--- src/hw/rtl/i16p_pkg.sv ---
// shared types and constants of the intra 16x16 predictor
`timescale 1ns / 1ps
`default_nettype none

package i16p_pkg;

  // sample range used for clipping and mid-grey
  localparam int SAMPLE_BITS = 8;

  // fixed field widths
  localparam int PEL_W   = 8;
  localparam int POS_W   = 6;
  localparam int MODE_W  = 3;
  localparam int QUAD_W  = 6;
  localparam int QUADS   = 64;
  localparam int QUADS_PER_ROW = 4;

  // neighbour store layout
  localparam int STORE_W     = 8;
  localparam int STORE_DEPTH = 33;
  localparam int STORE_AW    = $clog2(STORE_DEPTH);
  localparam int TOP_BASE    = 1;
  localparam int LEFT_BASE   = 17;
  localparam int EDGE_LEN    = 16;

  // internal arithmetic widths
  localparam int HV_W  = SAMPLE_BITS + 8;
  localparam int BC_W  = SAMPLE_BITS + 4;
  localparam int PL_W  = SAMPLE_BITS + 10;
  localparam int SUM_W = SAMPLE_BITS + 6;

  localparam int CLIP_MAX      = (1 << SAMPLE_BITS) - 1;
  localparam int MID_GREY      = 1 << (SAMPLE_BITS - 1);
  localparam int DC_ROUND      = 8;
  localparam int DC_SHIFT_ONE  = 4;
  localparam int DC_SHIFT_BOTH = 5;
  localparam int PLANE_TAPS    = 8;
  localparam int PLANE_ROUND   = 16;
  localparam int PLANE_SHIFT   = 5;
  localparam int BC_ROUND      = 32;
  localparam int BC_SHIFT      = 6;

  // command queue
  localparam int QDEPTH = 2;
  localparam int QPTR_W = $clog2(QDEPTH);
  localparam int QCNT_W = $clog2(QDEPTH + 1);

  typedef enum logic [1:0] {
    MODE_VERT  = 2'd0,
    MODE_HORZ  = 2'd1,
    MODE_DC    = 2'd2,
    MODE_PLANE = 2'd3
  } mode_t;

  typedef enum logic [1:0] {
    ST_OK      = 2'd0,
    ST_MISSING = 2'd1,
    ST_ILLEGAL = 2'd2
  } status_t;

  typedef enum logic [1:0] {
    KIND_LOAD    = 2'd0,
    KIND_MISSING = 2'd1,
    KIND_ILLEGAL = 2'd2,
    KIND_PREDICT = 2'd3
  } kind_t;

  typedef struct packed {
    kind_t                kind;
    logic [STORE_AW-1:0]  pos;
    logic [STORE_W-1:0]   sample;
    mode_t                mode;
    logic                 left;
    logic                 top;
  } cmd_t;

  typedef struct packed {
    logic valid;
    cmd_t cmd;
  } cmdq_t;

endpackage

`default_nettype wire

--- src/hw/rtl/i16p_ram.sv ---
// generic single write port ram with registered read
`timescale 1ns / 1ps
`default_nettype none

module i16p_ram #(
  parameter int WIDTH = 8,
  parameter int DEPTH = 33
) (
  input  wire logic                     clk,
  input  wire logic                     we,
  input  wire logic [$clog2(DEPTH)-1:0] waddr,
  input  wire logic [WIDTH-1:0]         wdata,
  input  wire logic [$clog2(DEPTH)-1:0] raddr,
  output logic      [WIDTH-1:0]         rdata
);

  logic [WIDTH-1:0] mem_r [DEPTH];
  logic [WIDTH-1:0] rdata_r;

  always_ff @(posedge clk) begin
    if (we) begin
      mem_r[waddr] <= wdata;
    end
    rdata_r <= mem_r[raddr];
  end

  assign rdata = rdata_r;

endmodule

`default_nettype wire

--- src/hw/rtl/i16p_front.sv ---
// front end: accepts transactions, classifies them and queues commands
`timescale 1ns / 1ps
`default_nettype none

module i16p_front import i16p_pkg::*; (
  input  wire logic              clk,
  input  wire logic              rst_n,
  input  wire logic              in_valid,
  output logic                   in_stall,
  input  wire logic              in_func,
  input  wire logic [POS_W-1:0]  in_position,
  input  wire logic [STORE_W-1:0] in_sample,
  input  wire logic [MODE_W-1:0] in_mode,
  input  wire logic              in_left_available,
  input  wire logic              in_top_available,
  input  wire logic              in_corner_available,
  output cmdq_t                  q_head,
  input  wire logic              q_pop
);

  cmd_t              slot_r [QDEPTH];
  logic [QPTR_W-1:0] wr_ptr_r, wr_ptr_nxt;
  logic [QPTR_W-1:0] rd_ptr_r, rd_ptr_nxt;
  logic [QCNT_W-1:0] cnt_r, cnt_nxt;
  cmd_t              cmd;
  logic              keep;
  logic              push;

  // classification
  always_comb begin
    cmd.pos    = in_position[STORE_AW-1:0];
    cmd.sample = in_sample;
    cmd.mode   = mode_t'(in_mode[1:0]);
    cmd.left   = in_left_available;
    cmd.top    = in_top_available;
    keep       = 1'b1;
    if (!in_func) begin
      cmd.kind = KIND_LOAD;
      // loads beyond the store are dropped here
      keep     = (in_position < POS_W'(STORE_DEPTH));
    end else if (in_mode[MODE_W-1]) begin
      cmd.kind = KIND_ILLEGAL;
    end else begin
      case (mode_t'(in_mode[1:0]))
        MODE_VERT: begin
          cmd.kind = in_top_available ? KIND_PREDICT : KIND_MISSING;
        end
        MODE_HORZ: begin
          cmd.kind = in_left_available ? KIND_PREDICT : KIND_MISSING;
        end
        MODE_PLANE: begin
          cmd.kind = (in_left_available && in_top_available && in_corner_available) ?
                     KIND_PREDICT : KIND_MISSING;
        end
        default: begin
          cmd.kind = KIND_PREDICT;
        end
      endcase
    end
  end

  assign in_stall = (cnt_r == QCNT_W'(QDEPTH));
  assign push     = in_valid && !in_stall && keep;

  always_comb begin
    wr_ptr_nxt = push  ? wr_ptr_r + QPTR_W'(1) : wr_ptr_r;
    rd_ptr_nxt = q_pop ? rd_ptr_r + QPTR_W'(1) : rd_ptr_r;
    cnt_nxt    = cnt_r;
    if (push && !q_pop) begin
      cnt_nxt = cnt_r + QCNT_W'(1);
    end else if (!push && q_pop) begin
      cnt_nxt = cnt_r - QCNT_W'(1);
    end
  end

  always_ff @(posedge clk) begin
    if (!rst_n) begin
      wr_ptr_r <= '0;
      rd_ptr_r <= '0;
      cnt_r    <= '0;
    end else begin
      wr_ptr_r <= wr_ptr_nxt;
      rd_ptr_r <= rd_ptr_nxt;
      cnt_r    <= cnt_nxt;
    end
  end

  always_ff @(posedge clk) begin
    if (push) begin
      slot_r[wr_ptr_r] <= cmd;
    end
  end

  assign q_head.valid = (cnt_r != '0);
  assign q_head.cmd   = slot_r[rd_ptr_r];

endmodule

`default_nettype wire

--- src/hw/rtl/i16p_back.sv ---
// back end: store writes, neighbour gather, plane setup, quad generation and status results
`timescale 1ns / 1ps
`default_nettype none

module i16p_back import i16p_pkg::*; (
  input  wire logic                clk,
  input  wire logic                rst_n,
  input  wire cmdq_t               q_head,
  output logic                     q_pop,
  output logic                     ram_we,
  output logic [STORE_AW-1:0]      ram_waddr,
  output logic [STORE_W-1:0]       ram_wdata,
  output logic [STORE_AW-1:0]      ram_raddr,
  input  wire logic [STORE_W-1:0]  ram_rdata,
  output logic                     out_valid,
  input  wire logic                out_stall,
  output logic [1:0]               out_status,
  output logic [QUAD_W-1:0]        out_quad_index,
  output logic [PEL_W-1:0]         out_pel0,
  output logic [PEL_W-1:0]         out_pel1,
  output logic [PEL_W-1:0]         out_pel2,
  output logic [PEL_W-1:0]         out_pel3,
  output logic                     out_last
);

  typedef enum logic [5:0] {
    S_IDLE    = 6'b000001,
    S_GATHER  = 6'b000010,
    S_CALC_HV = 6'b000100,
    S_CALC_BC = 6'b001000,
    S_CALC_Q  = 6'b010000,
    S_EMIT    = 6'b100000
  } state_t;

  state_t              state_r, state_nxt;
  logic [QUAD_W-1:0]   cnt_r, cnt_nxt;

  mode_t               mode_r;
  logic                use_left_r;
  logic                use_top_r;
  logic [STORE_W-1:0]  corner_r;
  logic [STORE_W-1:0]  top_r  [EDGE_LEN];
  logic [STORE_W-1:0]  left_r [EDGE_LEN];
  logic [SUM_W-1:0]    sum_r;
  logic [PEL_W-1:0]    dc_r, dc_nxt;
  logic signed [HV_W-1:0] h_r, v_r, h_sum, v_sum;
  logic signed [BC_W-1:0] b_r, c_r, b_nxt, c_nxt;
  logic signed [PL_W-1:0] q_r, rowbase_r, q0;
  logic signed [PL_W-1:0] bx, cx, ax;
  logic signed [HV_W+2:0] h5, v5;
  logic signed [PL_W-1:0] plane_v [QUADS_PER_ROW];
  logic [PEL_W-1:0]    quad_pel [QUADS_PER_ROW];

  status_t             st_r;
  logic [QUAD_W-1:0]   quad_r;
  logic [PEL_W-1:0]    pel_r [QUADS_PER_ROW];
  logic                last_r;
  logic                out_valid_r, out_valid_nxt;

  logic out_free, take, start_pred, emit_status, emit_quad, row_end;

  function automatic logic signed [HV_W-1:0] sx(input logic [STORE_W-1:0] p);
    sx = HV_W'(p);
  endfunction

  function automatic logic [PEL_W-1:0] clip_pel(input logic signed [PL_W-1:0] v);
    logic signed [PL_W-1:0] s;
    s = v >>> PLANE_SHIFT;
    if (s < 0) begin
      clip_pel = '0;
    end else if (s > CLIP_MAX) begin
      clip_pel = PEL_W'(CLIP_MAX);
    end else begin
      clip_pel = s[PEL_W-1:0];
    end
  endfunction

  // handshake with queue and output register
  assign out_free    = !out_valid_r || !out_stall;
  assign take        = (state_r == S_IDLE) && q_head.valid;
  assign start_pred  = take && (q_head.cmd.kind == KIND_PREDICT);
  assign emit_status = take && out_free &&
                       ((q_head.cmd.kind == KIND_MISSING) || (q_head.cmd.kind == KIND_ILLEGAL));
  assign q_pop       = take && ((q_head.cmd.kind == KIND_LOAD) ||
                                (q_head.cmd.kind == KIND_PREDICT) || out_free);
  assign emit_quad   = (state_r == S_EMIT) && out_free;
  assign row_end     = (cnt_r[1:0] == 2'(QUADS_PER_ROW - 1));

  assign ram_we    = take && (q_head.cmd.kind == KIND_LOAD);
  assign ram_waddr = q_head.cmd.pos;
  assign ram_wdata = q_head.cmd.sample;
  assign ram_raddr = (cnt_r < QUAD_W'(STORE_DEPTH)) ? cnt_r[STORE_AW-1:0] : '0;

  always_comb begin
    state_nxt = state_r;
    cnt_nxt   = cnt_r;
    case (state_r)
      S_IDLE: begin
        if (start_pred) begin
          state_nxt = S_GATHER;
          cnt_nxt   = '0;
        end
      end
      S_GATHER: begin
        cnt_nxt = cnt_r + QUAD_W'(1);
        if (cnt_r == QUAD_W'(STORE_DEPTH)) begin
          state_nxt = S_CALC_HV;
        end
      end
      S_CALC_HV: begin
        state_nxt = S_CALC_BC;
      end
      S_CALC_BC: begin
        state_nxt = S_CALC_Q;
      end
      S_CALC_Q: begin
        state_nxt = S_EMIT;
        cnt_nxt   = '0;
      end
      S_EMIT: begin
        if (emit_quad) begin
          cnt_nxt = cnt_r + QUAD_W'(1);
          if (cnt_r == QUAD_W'(QUADS - 1)) begin
            state_nxt = S_IDLE;
          end
        end
      end
      default: begin
        state_nxt = S_IDLE;
      end
    endcase
  end

  // plane gradients, one tap per neighbour pair
  always_comb begin
    h_sum = '0;
    v_sum = '0;
    for (int x = 0; x < PLANE_TAPS - 1; x++) begin
      h_sum = h_sum + HV_W'(x + 1) * (sx(top_r[PLANE_TAPS + x]) - sx(top_r[6 - x]));
      v_sum = v_sum + HV_W'(x + 1) * (sx(left_r[PLANE_TAPS + x]) - sx(left_r[6 - x]));
    end
    // outermost tap pairs with the corner
    h_sum = h_sum + HV_W'(PLANE_TAPS) * (sx(top_r[EDGE_LEN - 1]) - sx(corner_r));
    v_sum = v_sum + HV_W'(PLANE_TAPS) * (sx(left_r[EDGE_LEN - 1]) - sx(corner_r));
  end

  always_comb begin
    case ({use_left_r, use_top_r})
      2'b11:   dc_nxt = PEL_W'(sum_r >> DC_SHIFT_BOTH);
      2'b10,
      2'b01:   dc_nxt = PEL_W'(sum_r >> DC_SHIFT_ONE);
      default: dc_nxt = PEL_W'(MID_GREY);
    endcase
  end

  always_comb begin
    h5    = ((HV_W + 3)'(h_r) <<< 2) + (HV_W + 3)'(h_r) + (HV_W + 3)'(BC_ROUND);
    v5    = ((HV_W + 3)'(v_r) <<< 2) + (HV_W + 3)'(v_r) + (HV_W + 3)'(BC_ROUND);
    b_nxt = BC_W'(h5 >>> BC_SHIFT);
    c_nxt = BC_W'(v5 >>> BC_SHIFT);
    bx    = PL_W'(b_r);
    cx    = PL_W'(c_r);
    ax    = (PL_W'(top_r[EDGE_LEN - 1]) + PL_W'(left_r[EDGE_LEN - 1])) <<< 4;
    // value at x = 0, y = 0 before the final shift
    q0    = ax + PL_W'(PLANE_ROUND) - ((bx <<< 3) - bx) - ((cx <<< 3) - cx);
  end

  always_comb begin
    plane_v[0] = q_r;
    plane_v[1] = q_r + bx;
    plane_v[2] = q_r + (bx <<< 1);
    plane_v[3] = q_r + bx + (bx <<< 1);
    for (int i = 0; i < QUADS_PER_ROW; i++) begin
      case (mode_r)
        MODE_VERT:  quad_pel[i] = top_r[i];
        MODE_HORZ:  quad_pel[i] = left_r[0];
        MODE_DC:    quad_pel[i] = dc_r;
        MODE_PLANE: quad_pel[i] = clip_pel(plane_v[i]);
        default:    quad_pel[i] = '0;
      endcase
    end
  end

  always_comb begin
    out_valid_nxt = out_valid_r && out_stall;
    if (emit_status || emit_quad) begin
      out_valid_nxt = 1'b1;
    end
  end

  always_ff @(posedge clk) begin
    if (!rst_n) begin
      state_r     <= S_IDLE;
      cnt_r       <= '0;
      out_valid_r <= 1'b0;
    end else begin
      state_r     <= state_nxt;
      cnt_r       <= cnt_nxt;
      out_valid_r <= out_valid_nxt;
    end
  end

  always_ff @(posedge clk) begin
    if (start_pred) begin
      mode_r     <= q_head.cmd.mode;
      use_left_r <= q_head.cmd.left;
      use_top_r  <= q_head.cmd.top;
      sum_r      <= (q_head.cmd.left ? SUM_W'(DC_ROUND) : '0) +
                    (q_head.cmd.top  ? SUM_W'(DC_ROUND) : '0);
    end

    // store data is a registered read, so it belongs to the previous read address
    if (state_r == S_GATHER) begin
      case (cnt_r) inside
        QUAD_W'(TOP_BASE): begin
          corner_r <= ram_rdata;
        end
        [QUAD_W'(TOP_BASE + 1) : QUAD_W'(LEFT_BASE)]: begin
          for (int i = 0; i < EDGE_LEN - 1; i++) begin
            top_r[i] <= top_r[i + 1];
          end
          top_r[EDGE_LEN - 1] <= ram_rdata;
          if (use_top_r) begin
            sum_r <= sum_r + SUM_W'(ram_rdata);
          end
        end
        [QUAD_W'(LEFT_BASE + 1) : QUAD_W'(STORE_DEPTH)]: begin
          for (int i = 0; i < EDGE_LEN - 1; i++) begin
            left_r[i] <= left_r[i + 1];
          end
          left_r[EDGE_LEN - 1] <= ram_rdata;
          if (use_left_r) begin
            sum_r <= sum_r + SUM_W'(ram_rdata);
          end
        end
        default: begin
        end
      endcase
    end

    if (state_r == S_CALC_HV) begin
      h_r  <= h_sum;
      v_r  <= v_sum;
      dc_r <= dc_nxt;
    end

    if (state_r == S_CALC_BC) begin
      b_r <= b_nxt;
      c_r <= c_nxt;
    end

    if (state_r == S_CALC_Q) begin
      q_r       <= q0;
      rowbase_r <= q0;
    end

    if (emit_quad) begin
      // rotate the top row so the next four columns sit at the head
      for (int i = 0; i < EDGE_LEN; i++) begin
        top_r[i] <= top_r[(i + QUADS_PER_ROW) % EDGE_LEN];
      end
      if (row_end) begin
        for (int i = 0; i < EDGE_LEN - 1; i++) begin
          left_r[i] <= left_r[i + 1];
        end
        rowbase_r <= rowbase_r + cx;
        q_r       <= rowbase_r + cx;
      end else begin
        q_r <= q_r + (bx <<< 2);
      end
    end

    if (emit_status) begin
      st_r   <= (q_head.cmd.kind == KIND_ILLEGAL) ? ST_ILLEGAL : ST_MISSING;
      quad_r <= '0;
      for (int i = 0; i < QUADS_PER_ROW; i++) begin
        pel_r[i] <= '0;
      end
      last_r <= 1'b1;
    end else if (emit_quad) begin
      st_r   <= ST_OK;
      quad_r <= cnt_r;
      for (int i = 0; i < QUADS_PER_ROW; i++) begin
        pel_r[i] <= quad_pel[i];
      end
      last_r <= (cnt_r == QUAD_W'(QUADS - 1));
    end
  end

  assign out_valid      = out_valid_r;
  assign out_status     = st_r;
  assign out_quad_index = quad_r;
  assign out_pel0       = pel_r[0];
  assign out_pel1       = pel_r[1];
  assign out_pel2       = pel_r[2];
  assign out_pel3       = pel_r[3];
  assign out_last       = last_r;

endmodule

`default_nettype wire

--- src/hw/rtl/intra_16x16_prediction.sv ---
// intra 16x16 predictor: a load transaction takes one queue slot and is written to the store when the back end takes it
// a predict transaction gives its first quad after the 33-entry neighbour gather over the
// single store read port and the setup states S_CALC_HV, S_CALC_BC and S_CALC_Q,
// then one quad per cycle while out_stall is low, 64 quads per predicted block
// status results are registered into the output once the output register is free
// rst_n is synchronous, active low: clears queue, sequencer and output valid, not the store
`timescale 1ns / 1ps
`default_nettype none

module intra_16x16_prediction import i16p_pkg::*; (
  input  wire logic               clk,
  input  wire logic               rst_n,
  input  wire logic               in_valid,
  output logic                    in_stall,
  input  wire logic               in_func,
  input  wire logic [POS_W-1:0]   in_position,
  input  wire logic [STORE_W-1:0] in_sample,
  input  wire logic [MODE_W-1:0]  in_mode,
  input  wire logic               in_left_available,
  input  wire logic               in_top_available,
  input  wire logic               in_corner_available,
  output logic                    out_valid,
  input  wire logic               out_stall,
  output logic [1:0]              out_status,
  output logic [QUAD_W-1:0]       out_quad_index,
  output logic [PEL_W-1:0]        out_pel0,
  output logic [PEL_W-1:0]        out_pel1,
  output logic [PEL_W-1:0]        out_pel2,
  output logic [PEL_W-1:0]        out_pel3,
  output logic                    out_last
);

  cmdq_t               q_head;
  logic                q_pop;
  logic                ram_we;
  logic [STORE_AW-1:0] ram_waddr, ram_raddr;
  logic [STORE_W-1:0]  ram_wdata, ram_rdata;

  i16p_front u_front (
    .clk                 (clk),
    .rst_n               (rst_n),
    .in_valid            (in_valid),
    .in_stall            (in_stall),
    .in_func             (in_func),
    .in_position         (in_position),
    .in_sample           (in_sample),
    .in_mode             (in_mode),
    .in_left_available   (in_left_available),
    .in_top_available    (in_top_available),
    .in_corner_available (in_corner_available),
    .q_head              (q_head),
    .q_pop               (q_pop)
  );

  i16p_ram #(
    .WIDTH (STORE_W),
    .DEPTH (STORE_DEPTH)
  ) u_store (
    .clk   (clk),
    .we    (ram_we),
    .waddr (ram_waddr),
    .wdata (ram_wdata),
    .raddr (ram_raddr),
    .rdata (ram_rdata)
  );

  i16p_back u_back (
    .clk            (clk),
    .rst_n          (rst_n),
    .q_head         (q_head),
    .q_pop          (q_pop),
    .ram_we         (ram_we),
    .ram_waddr      (ram_waddr),
    .ram_wdata      (ram_wdata),
    .ram_raddr      (ram_raddr),
    .ram_rdata      (ram_rdata),
    .out_valid      (out_valid),
    .out_stall      (out_stall),
    .out_status     (out_status),
    .out_quad_index (out_quad_index),
    .out_pel0       (out_pel0),
    .out_pel1       (out_pel1),
    .out_pel2       (out_pel2),
    .out_pel3       (out_pel3),
    .out_last       (out_last)
  );

  // a status result stands alone
  a_status_single: assert property (@(posedge clk) disable iff (!rst_n)
    out_valid && (out_status != ST_OK) |-> out_last && (out_quad_index == '0))
    else $error("status result not a single final transaction");

  // quads of one block follow without gaps and in order
  a_quad_stream: assert property (@(posedge clk) disable iff (!rst_n)
    out_valid && !out_stall && !out_last |=>
      out_valid && (out_quad_index == $past(out_quad_index) + QUAD_W'(1)))
    else $error("quad stream broken or out of order");

  // the back end never pops an empty queue
  a_pop_valid: assert property (@(posedge clk) disable iff (!rst_n)
    q_pop |-> q_head.valid)
    else $error("command queue popped while empty");

endmodule

`default_nettype wire
--- config.mk ---
export PLATFORM = sky130hd
export DESIGN_NAME = intra_16x16_prediction
export DESIGN_NICKNAME = d
export VERILOG_FILES = /design/src/hw/rtl/i16p_pkg.sv /design/src/hw/rtl/i16p_ram.sv /design/src/hw/rtl/i16p_front.sv /design/src/hw/rtl/i16p_back.sv /design/src/hw/rtl/intra_16x16_prediction.sv
export SDC_FILE = /design/constraint.sdc
export NUM_CORES = 2
export LEC_CHECK = 0
export BUFFER_PORTS_ARGS = -buffer_cell sky130_fd_sc_hd__buf_2
export CELL_PAD_IN_SITES_DETAIL_PLACEMENT = 1
export CELL_PAD_IN_SITES_GLOBAL_PLACEMENT = 1
export CORE_MARGIN = 2
export CORE_UTILIZATION = 53
export CTS_CLUSTER_DIAMETER = 40
export DETAILED_ROUTE_END_ITERATION = 10
export GPL_ROUTABILITY_DRIVEN = 1
export PLACE_DENSITY = 0.8
export SLEW_MARGIN = 20
export SYNTH_ARGS = -nofsm -noshare
export SYNTH_HDL_FRONTEND = slang
export SYNTH_SLANG_ARGS = --single-unit
--- constraint.sdc ---
create_clock -name clk -period 10.25 [get_ports clk]
set_input_delay 0.5125 -clock clk [delete_from_list [all_inputs] [get_ports clk]]
set_output_delay 0.5125 -clock clk [all_outputs]
set_load 0.02 [all_outputs]
---- Word level (Yosys, flattened, before mapping) ----
Memory sizes are Yosys's and may differ from the RTL's. A register that Yosys moved wholly into a read port is not among the register bits.
Cells that the tools add are included.
storage, ports and cells
  flip-flop bits (word level) ............. 152
  memory bits (writable) .................. 592
  input bits .............................. 25
  memories ................................ 5
cells by class
  add/sub/neg operators ................... 52
  multipliers ............................. 8
  magnitude comparators ................... 14
  eq/ne operators ......................... 26
  muxes and demuxes ....................... 109
  bitwise gates (word level) .............. 35
  reduce and logical (&&, ||, !) cells .... 38
memories
  memory          depth  bits a word  rd ports  clocked after Yosys merged registers in  wr ports  line              text
  u_store.mem_r   33     8            1         1                                        1         i16p_ram.sv:17    logic [WIDTH-1:0] mem_r [DEPTH];
  u_back.left_r   16     8            16        0                                        16        i16p_back.sv:43   logic [STORE_W-1:0] left_r [EDGE_LEN];
  u_back.top_r    16     8            16        0                                        16        i16p_back.sv:42   logic [STORE_W-1:0] top_r [EDGE_LEN];
  u_front.slot_r  2      20           1         1                                        1         i16p_front.sv:21  cmd_t slot_r [QDEPTH];
  u_back.pel_r    4      8            4         0                                        4         i16p_back.sv:56   logic [PEL_W-1:0] pel_r [QUADS_PER_ROW];
operator list
  kind                                                             count
  2-to-1 mux 8 bit                                                 43
  adder 16 bit                                                     14
  subtractor 8 x 8 -> 9 bit                                        16
  one-hot mux 8 bit (4 select lines)                               4
  2-to-1 mux 18 bit                                                6
  2-to-1 mux 14 bit                                                7
  multiplier 4 x 16 -> 16 bit (first input constant)               4
  greater-than comparator 13 x 9 -> 1 bit (second input constant)  4
  < comparator 13 x 1 -> 1 bit (second input constant)             4
  2-to-1 mux 6 bit                                                 7
  adder 18 x 12 -> 18 bit                                          2
  adder 18 x 13 -> 18 bit                                          2
  adder 18 x 16 -> 18 bit                                          2
  adder 18 x 7 -> 18 bit (second input constant)                   2
  one-hot mux 6 bit (6 select lines)                               1
  subtractor 18 bit                                                2
  bitwise OR 1 bit                                                 35
  multiplier 3 x 16 -> 15 bit (first input constant)               2
  multiplier 3 x 16 -> 16 bit (first input constant)               2
  subtractor 15 x 12 -> 16 bit                                     2
  2-to-1 mux 1 bit                                                 26
  one-hot mux 6 bit (4 select lines)                               1
  2-to-1 mux 2 bit                                                 10
  adder 18 x 14 -> 18 bit                                          1
  other kinds (36)                                                 83

---- Longest topological paths before layout ----
  depth after elaboration ................. 9
  gate-level depth with buffers ........... 34
  mapped depth without buffers ............ 34

---- Cells and area by module ----
Synthesis repeated with hierarchy kept, for this count alone.
second synthesis, totals
  cells, all modules ...................... 4230
  area, all modules ....................... 48818.1 µm²
by module, submodules not included
  module      times used  cells each  area an instance (µm²)  seq. area each (µm²)
  i16p_back   1           3529        36332.3                 12552.0
  i16p_ram    1           602         10759.1                 8087.8
  i16p_front  1           99          1726.7                  1301.2

---- Worst setup path after synthesis ----
OpenSTA, ideal clock, no wires.
  path type ............................... reg2reg
  from .................................... memory u_back.left_r[1][0], in the netlist u_back.left_r[0][8]
  to ...................................... register u_back.v_r[14] (data pin)
  library setup time ...................... 0.257 ns
  data arrival time ....................... 7.443 ns
  data required time ...................... 9.993 ns
  setup slack ............................. 2.549 ns
  cell stages (with the launch flop) ...... 32
  clock period less this slack ............ 7.701 ns
  path through ............................ edfxtp_1 > ha_1 > fa_1 > nor2b_1 > o21ai_0 > nand2b_1 > xor2_1 > ha_1 > ha_1 > nor2b_1 > o21ai_0 > a21boi_0 > o21ai_0 > a21boi_0 > o21ai_0 > xor2_1 > fa_1 > fa_1 > inv_1 > fa_1 > inv_1 > fa_1 > inv_1 > fa_1 > inv_1 > fa_1 > inv_1 > ha_1 > o2111ai_1 > nand3_1 > o41a_1 > xor2_1
RTL lines
  what                  line              text
  start, declared       i16p_back.sv:43
  end signal, assigned  i16p_back.sv:243  v_r <= v_sum;
  end, declared         i16p_back.sv:46   logic signed [HV_W-1:0] h_r, v_r, h_sum, v_sum;

==> results_dict.tcl <==
set metrics [dict create \
    max_stage_delay_ps 550 \
    ff2ff_setup_slack_ps 1490 \
    drt-initial-drc-count 2322 \
    yosys_most_used_dff "edfxtp_1" \
    synth_compound_area_share_pct 10.8 \
    final_util_pct 59.8 \
    r2r_end "u_back.v_r[14]$_DFFE_PP_" \
    setup_viol 0 \
    max_freq_ghz 0.114 \
    clock_skew_ps 61.2 \
    fin_ws_ps 1490 \
    syn_inst 4271 \
    cts_max_level 3 \
    fin_area_sq_mm 0.0549 \
    hold_class "primary input to flop" \
    hold_viol_final 0 \
    gp_congestion 0.888 \
    grt_usage_pct 29.2 \
    worstRegToRegCells 31 \
    crit_path_end "u_back.v_r[14]$_DFFE_PP_" \
    clk_pin_slew_worst_paths_ps 50 \
    worstPathArrival_ps 9200 \
    crit_fanout 6 \
    grt_start_max_net_pins 170 \
    period_minus_slack_ps 8760 \
    wirelength_um 137000 \
    synth-simple-area-share_pct 7.22 \
    area_growth_pct 11.6 \
    worst_pin_slew_ps 1040 \
    fillCellCount 9347 \
    ys_warn_count 0 \
    yosysSeqAreaShare_pct 44.6 \
    portBuffers 67 \
    crit_start "u_back.left_r[0][8]$_DFFE_PP_" \
    power_mw 8.01 \
    drive_gt1_share_pct 9.18 \
    die_area_sq_mm 0.0953 \
    avgSynthCellArea_sq_um 11.5 \
    rsz0062_at_grt "false" \
    cts_tree "done" \
    start_util_pct 53.6 \
    chipHeight_um 309 \
    slew-limit-headroom_pct 30.2 \
    regArea_sq_mm 0.0219 \
    post_synth_num_cell_types 86 \
    nets 5157 \
    crit_type "flop to flop" \
    num_vias 33300 \
    placementRows 111 \
    p_leak_nw 22.7 \
    final_max_slew_viol_count 0 \
    period_share_pct 85.5 \
    fin_setup_tns_ps 0 \
    clockBufferDepth 3 \
    numCtsBuffers 110 \
    via_per_inst 5.80 \
    root_buffer "clkbuf_16" \
    synth.net_count 5033 \
    async_reset_ff_share_pct 0 \
    drtPass1Iterations 6 \
    power_density_mw_per_mm2 146 \
    die_w_um 309 \
    ctsResizeCount 0 \
    first_global_vias 36700 \
    ys_ff_latch 752 \
    netlist_area_sq_mm 0.0492 \
    synth_top_family_by_area "adder cells" \
    synthXorXnorAreaFrac_pct 5.21 \
    synthAdderAreaFrac_pct 22.7 \
    ir_drop_mv 0.167 \
    hpwl_um 101000 \
    cp-end-kind "flop" \
    core-area_sq_mm 0.0918 \
    synthMuxAreaShare_pct 3.89 \
    start_kind "flop" \
    cpMaxStageDelayCell "fa_1" \
    hold_buffers 18 \
    multi_input_area_sq_mm 0.0245 \
    r2r_start "u_back.left_r[0][8]$_DFFE_PP_" \
    cp_common_cell "fa_1" \
    antenna_found_initial 3 \
    numClockSinks 752 \
    wire_per_inst_um 23.8 \
    synth_edf_count 688 \
    grt_pass1_wl_um 212000 \
    overflow 0 \
    worstPathRequired_ps 10690 \
    dp_slack_ps 1670 \
    placed_area_sq_mm 0.0509 \
    drtAntennaViolNets 0 \
    post_cts_buffers 0 \
    clkLatencyLatePin_ps 730 \
    io_pins 68 \
    drc 0 \
    status "finished, final reports clean" \
    min_path_cells 3 \
    max_cap_violations 0 \
]
layout make-up:
type / count / area share, %
Antenna cell: 2 / 0.00912
Clock buffer: 121 / 5.20
Clock inverter: 84 / 1.69
Inverter: 627 / 4.29
Multi-Input combinational cell: 2794 / 44.7
Sequential cell: 752 / 40.0
Tap cell: 1243 / 2.83
Timing Repair Buffer: 110 / 1.30
cell families (layout without fill, tap and decap cells):
kind of cell	after synthesis	count (layout)
compound gates	825	825
mux	144	144
xor+xnor	292	292
buf+inv	725	942
flops	752	752
simple gates	796	796
fa+ha+maj	737	737
other cells	0	2
report_power, final:
part	switching (mW)	internal (mW)
Clock	1.56	2.30
Combinational	0.440	0.147
Sequential	0.0534	3.51
Total	2.05	5.96
how the worst min path moves through the flow:
stage                                    from                              to  slack, ps
2_1_floorplan  u_back.left_r[0][56]$_DFFE_PP_  u_back.left_r[0][48]$_DFFE_PP_        400
3_3_place_gp   u_back.left_r[0][63]$_DFFE_PP_  u_back.left_r[0][55]$_DFFE_PP_        400
3_5_place_dp   u_back.left_r[0][57]$_DFFE_PP_  u_back.left_r[0][49]$_DFFE_PP_        410
4_1_cts                                 rst_n  u_back.state_r[1]$_SDFFE_PN0P_         30
5_1_grt                                 rst_n  u_back.state_r[1]$_SDFFE_PN0P_         60
6_report                                rst_n  u_back.state_r[1]$_SDFFE_PN0P_         60
state kept, by name (all words and copies together), names as in the netlist, 16 cells and up, named ones only:
signal / count
u_back.h_r: 16
u_back.left_r: 128
u_back.pel_r: 32
u_back.q_r: 18
u_back.rowbase_r: 18
u_back.top_r: 128
u_back.v_r: 16
u_front.slot_r: 40
u_store.mem_r: 264
metal layers:
metal | track usage (%) | vias to the layer above | part of all wire (%)
met4 | 12.5 | 0 | 4.4
li1 | - | 15200 | -
met2 | 49.9 | 897 | 50
met1 | 37.5 | 16900 | 41
met5 | 0 | - | 0
met3 | 3.79 | 303 | 5.0
synthesized netlist by cell type (all sizes together), types with 55 or more instances:
library cell	instances	area, sq um
edfxtp	688	20700
inv	627	2350
ha	479	5990
nand2	335	1260
fa	258	5160
a21oi	228	1140
nor2	223	840
o21ai	205	1030
xnor2	187	1640
a21o	106	798
xor2	105	927
clkbuf	74	298
dfxtp	64	1280
o21bai	60	462
mux2	57	642
mux2i	55	551
worst max-delay path, delay by kind of cell (launching register included):
family	cells	cell delay, ps
compound gates	8	1690
xor+xnor	3	710
fa+ha+maj	11	4810
buf+inv	5	280
flops	1	410
simple gates	4	600
stage by stage:
step	cells	hold slack [ps]
finish	5733	58.3
global route	5731	62.0
CTS	5731	29.2
detailed placement	5508	405
global placement	5508	402
floorplan	4271	400
layout by cell type (no fill, tap or decap), types with 27 or more instances in the layout:
cell type and instances:
inv_1 626, mux2i_1 55, o21bai_1 59, nand2_1 333, o221ai_1 27, xnor2_1 187
mux4_2 32, a21o_1 104, nor3_1 47, fa_1 258, edfxtp_1 688, o21ai_0 196
ha_1 479, xor2_1 104, buf_2 67, nor2_1 222, dfxtp_1 63, nand3_1 47
o211ai_1 42, mux2_2 57, a21oi_1 226, clkbuf_16 112, nor2b_1 32
Note: power is estimated with default switching activity, not from simulation.
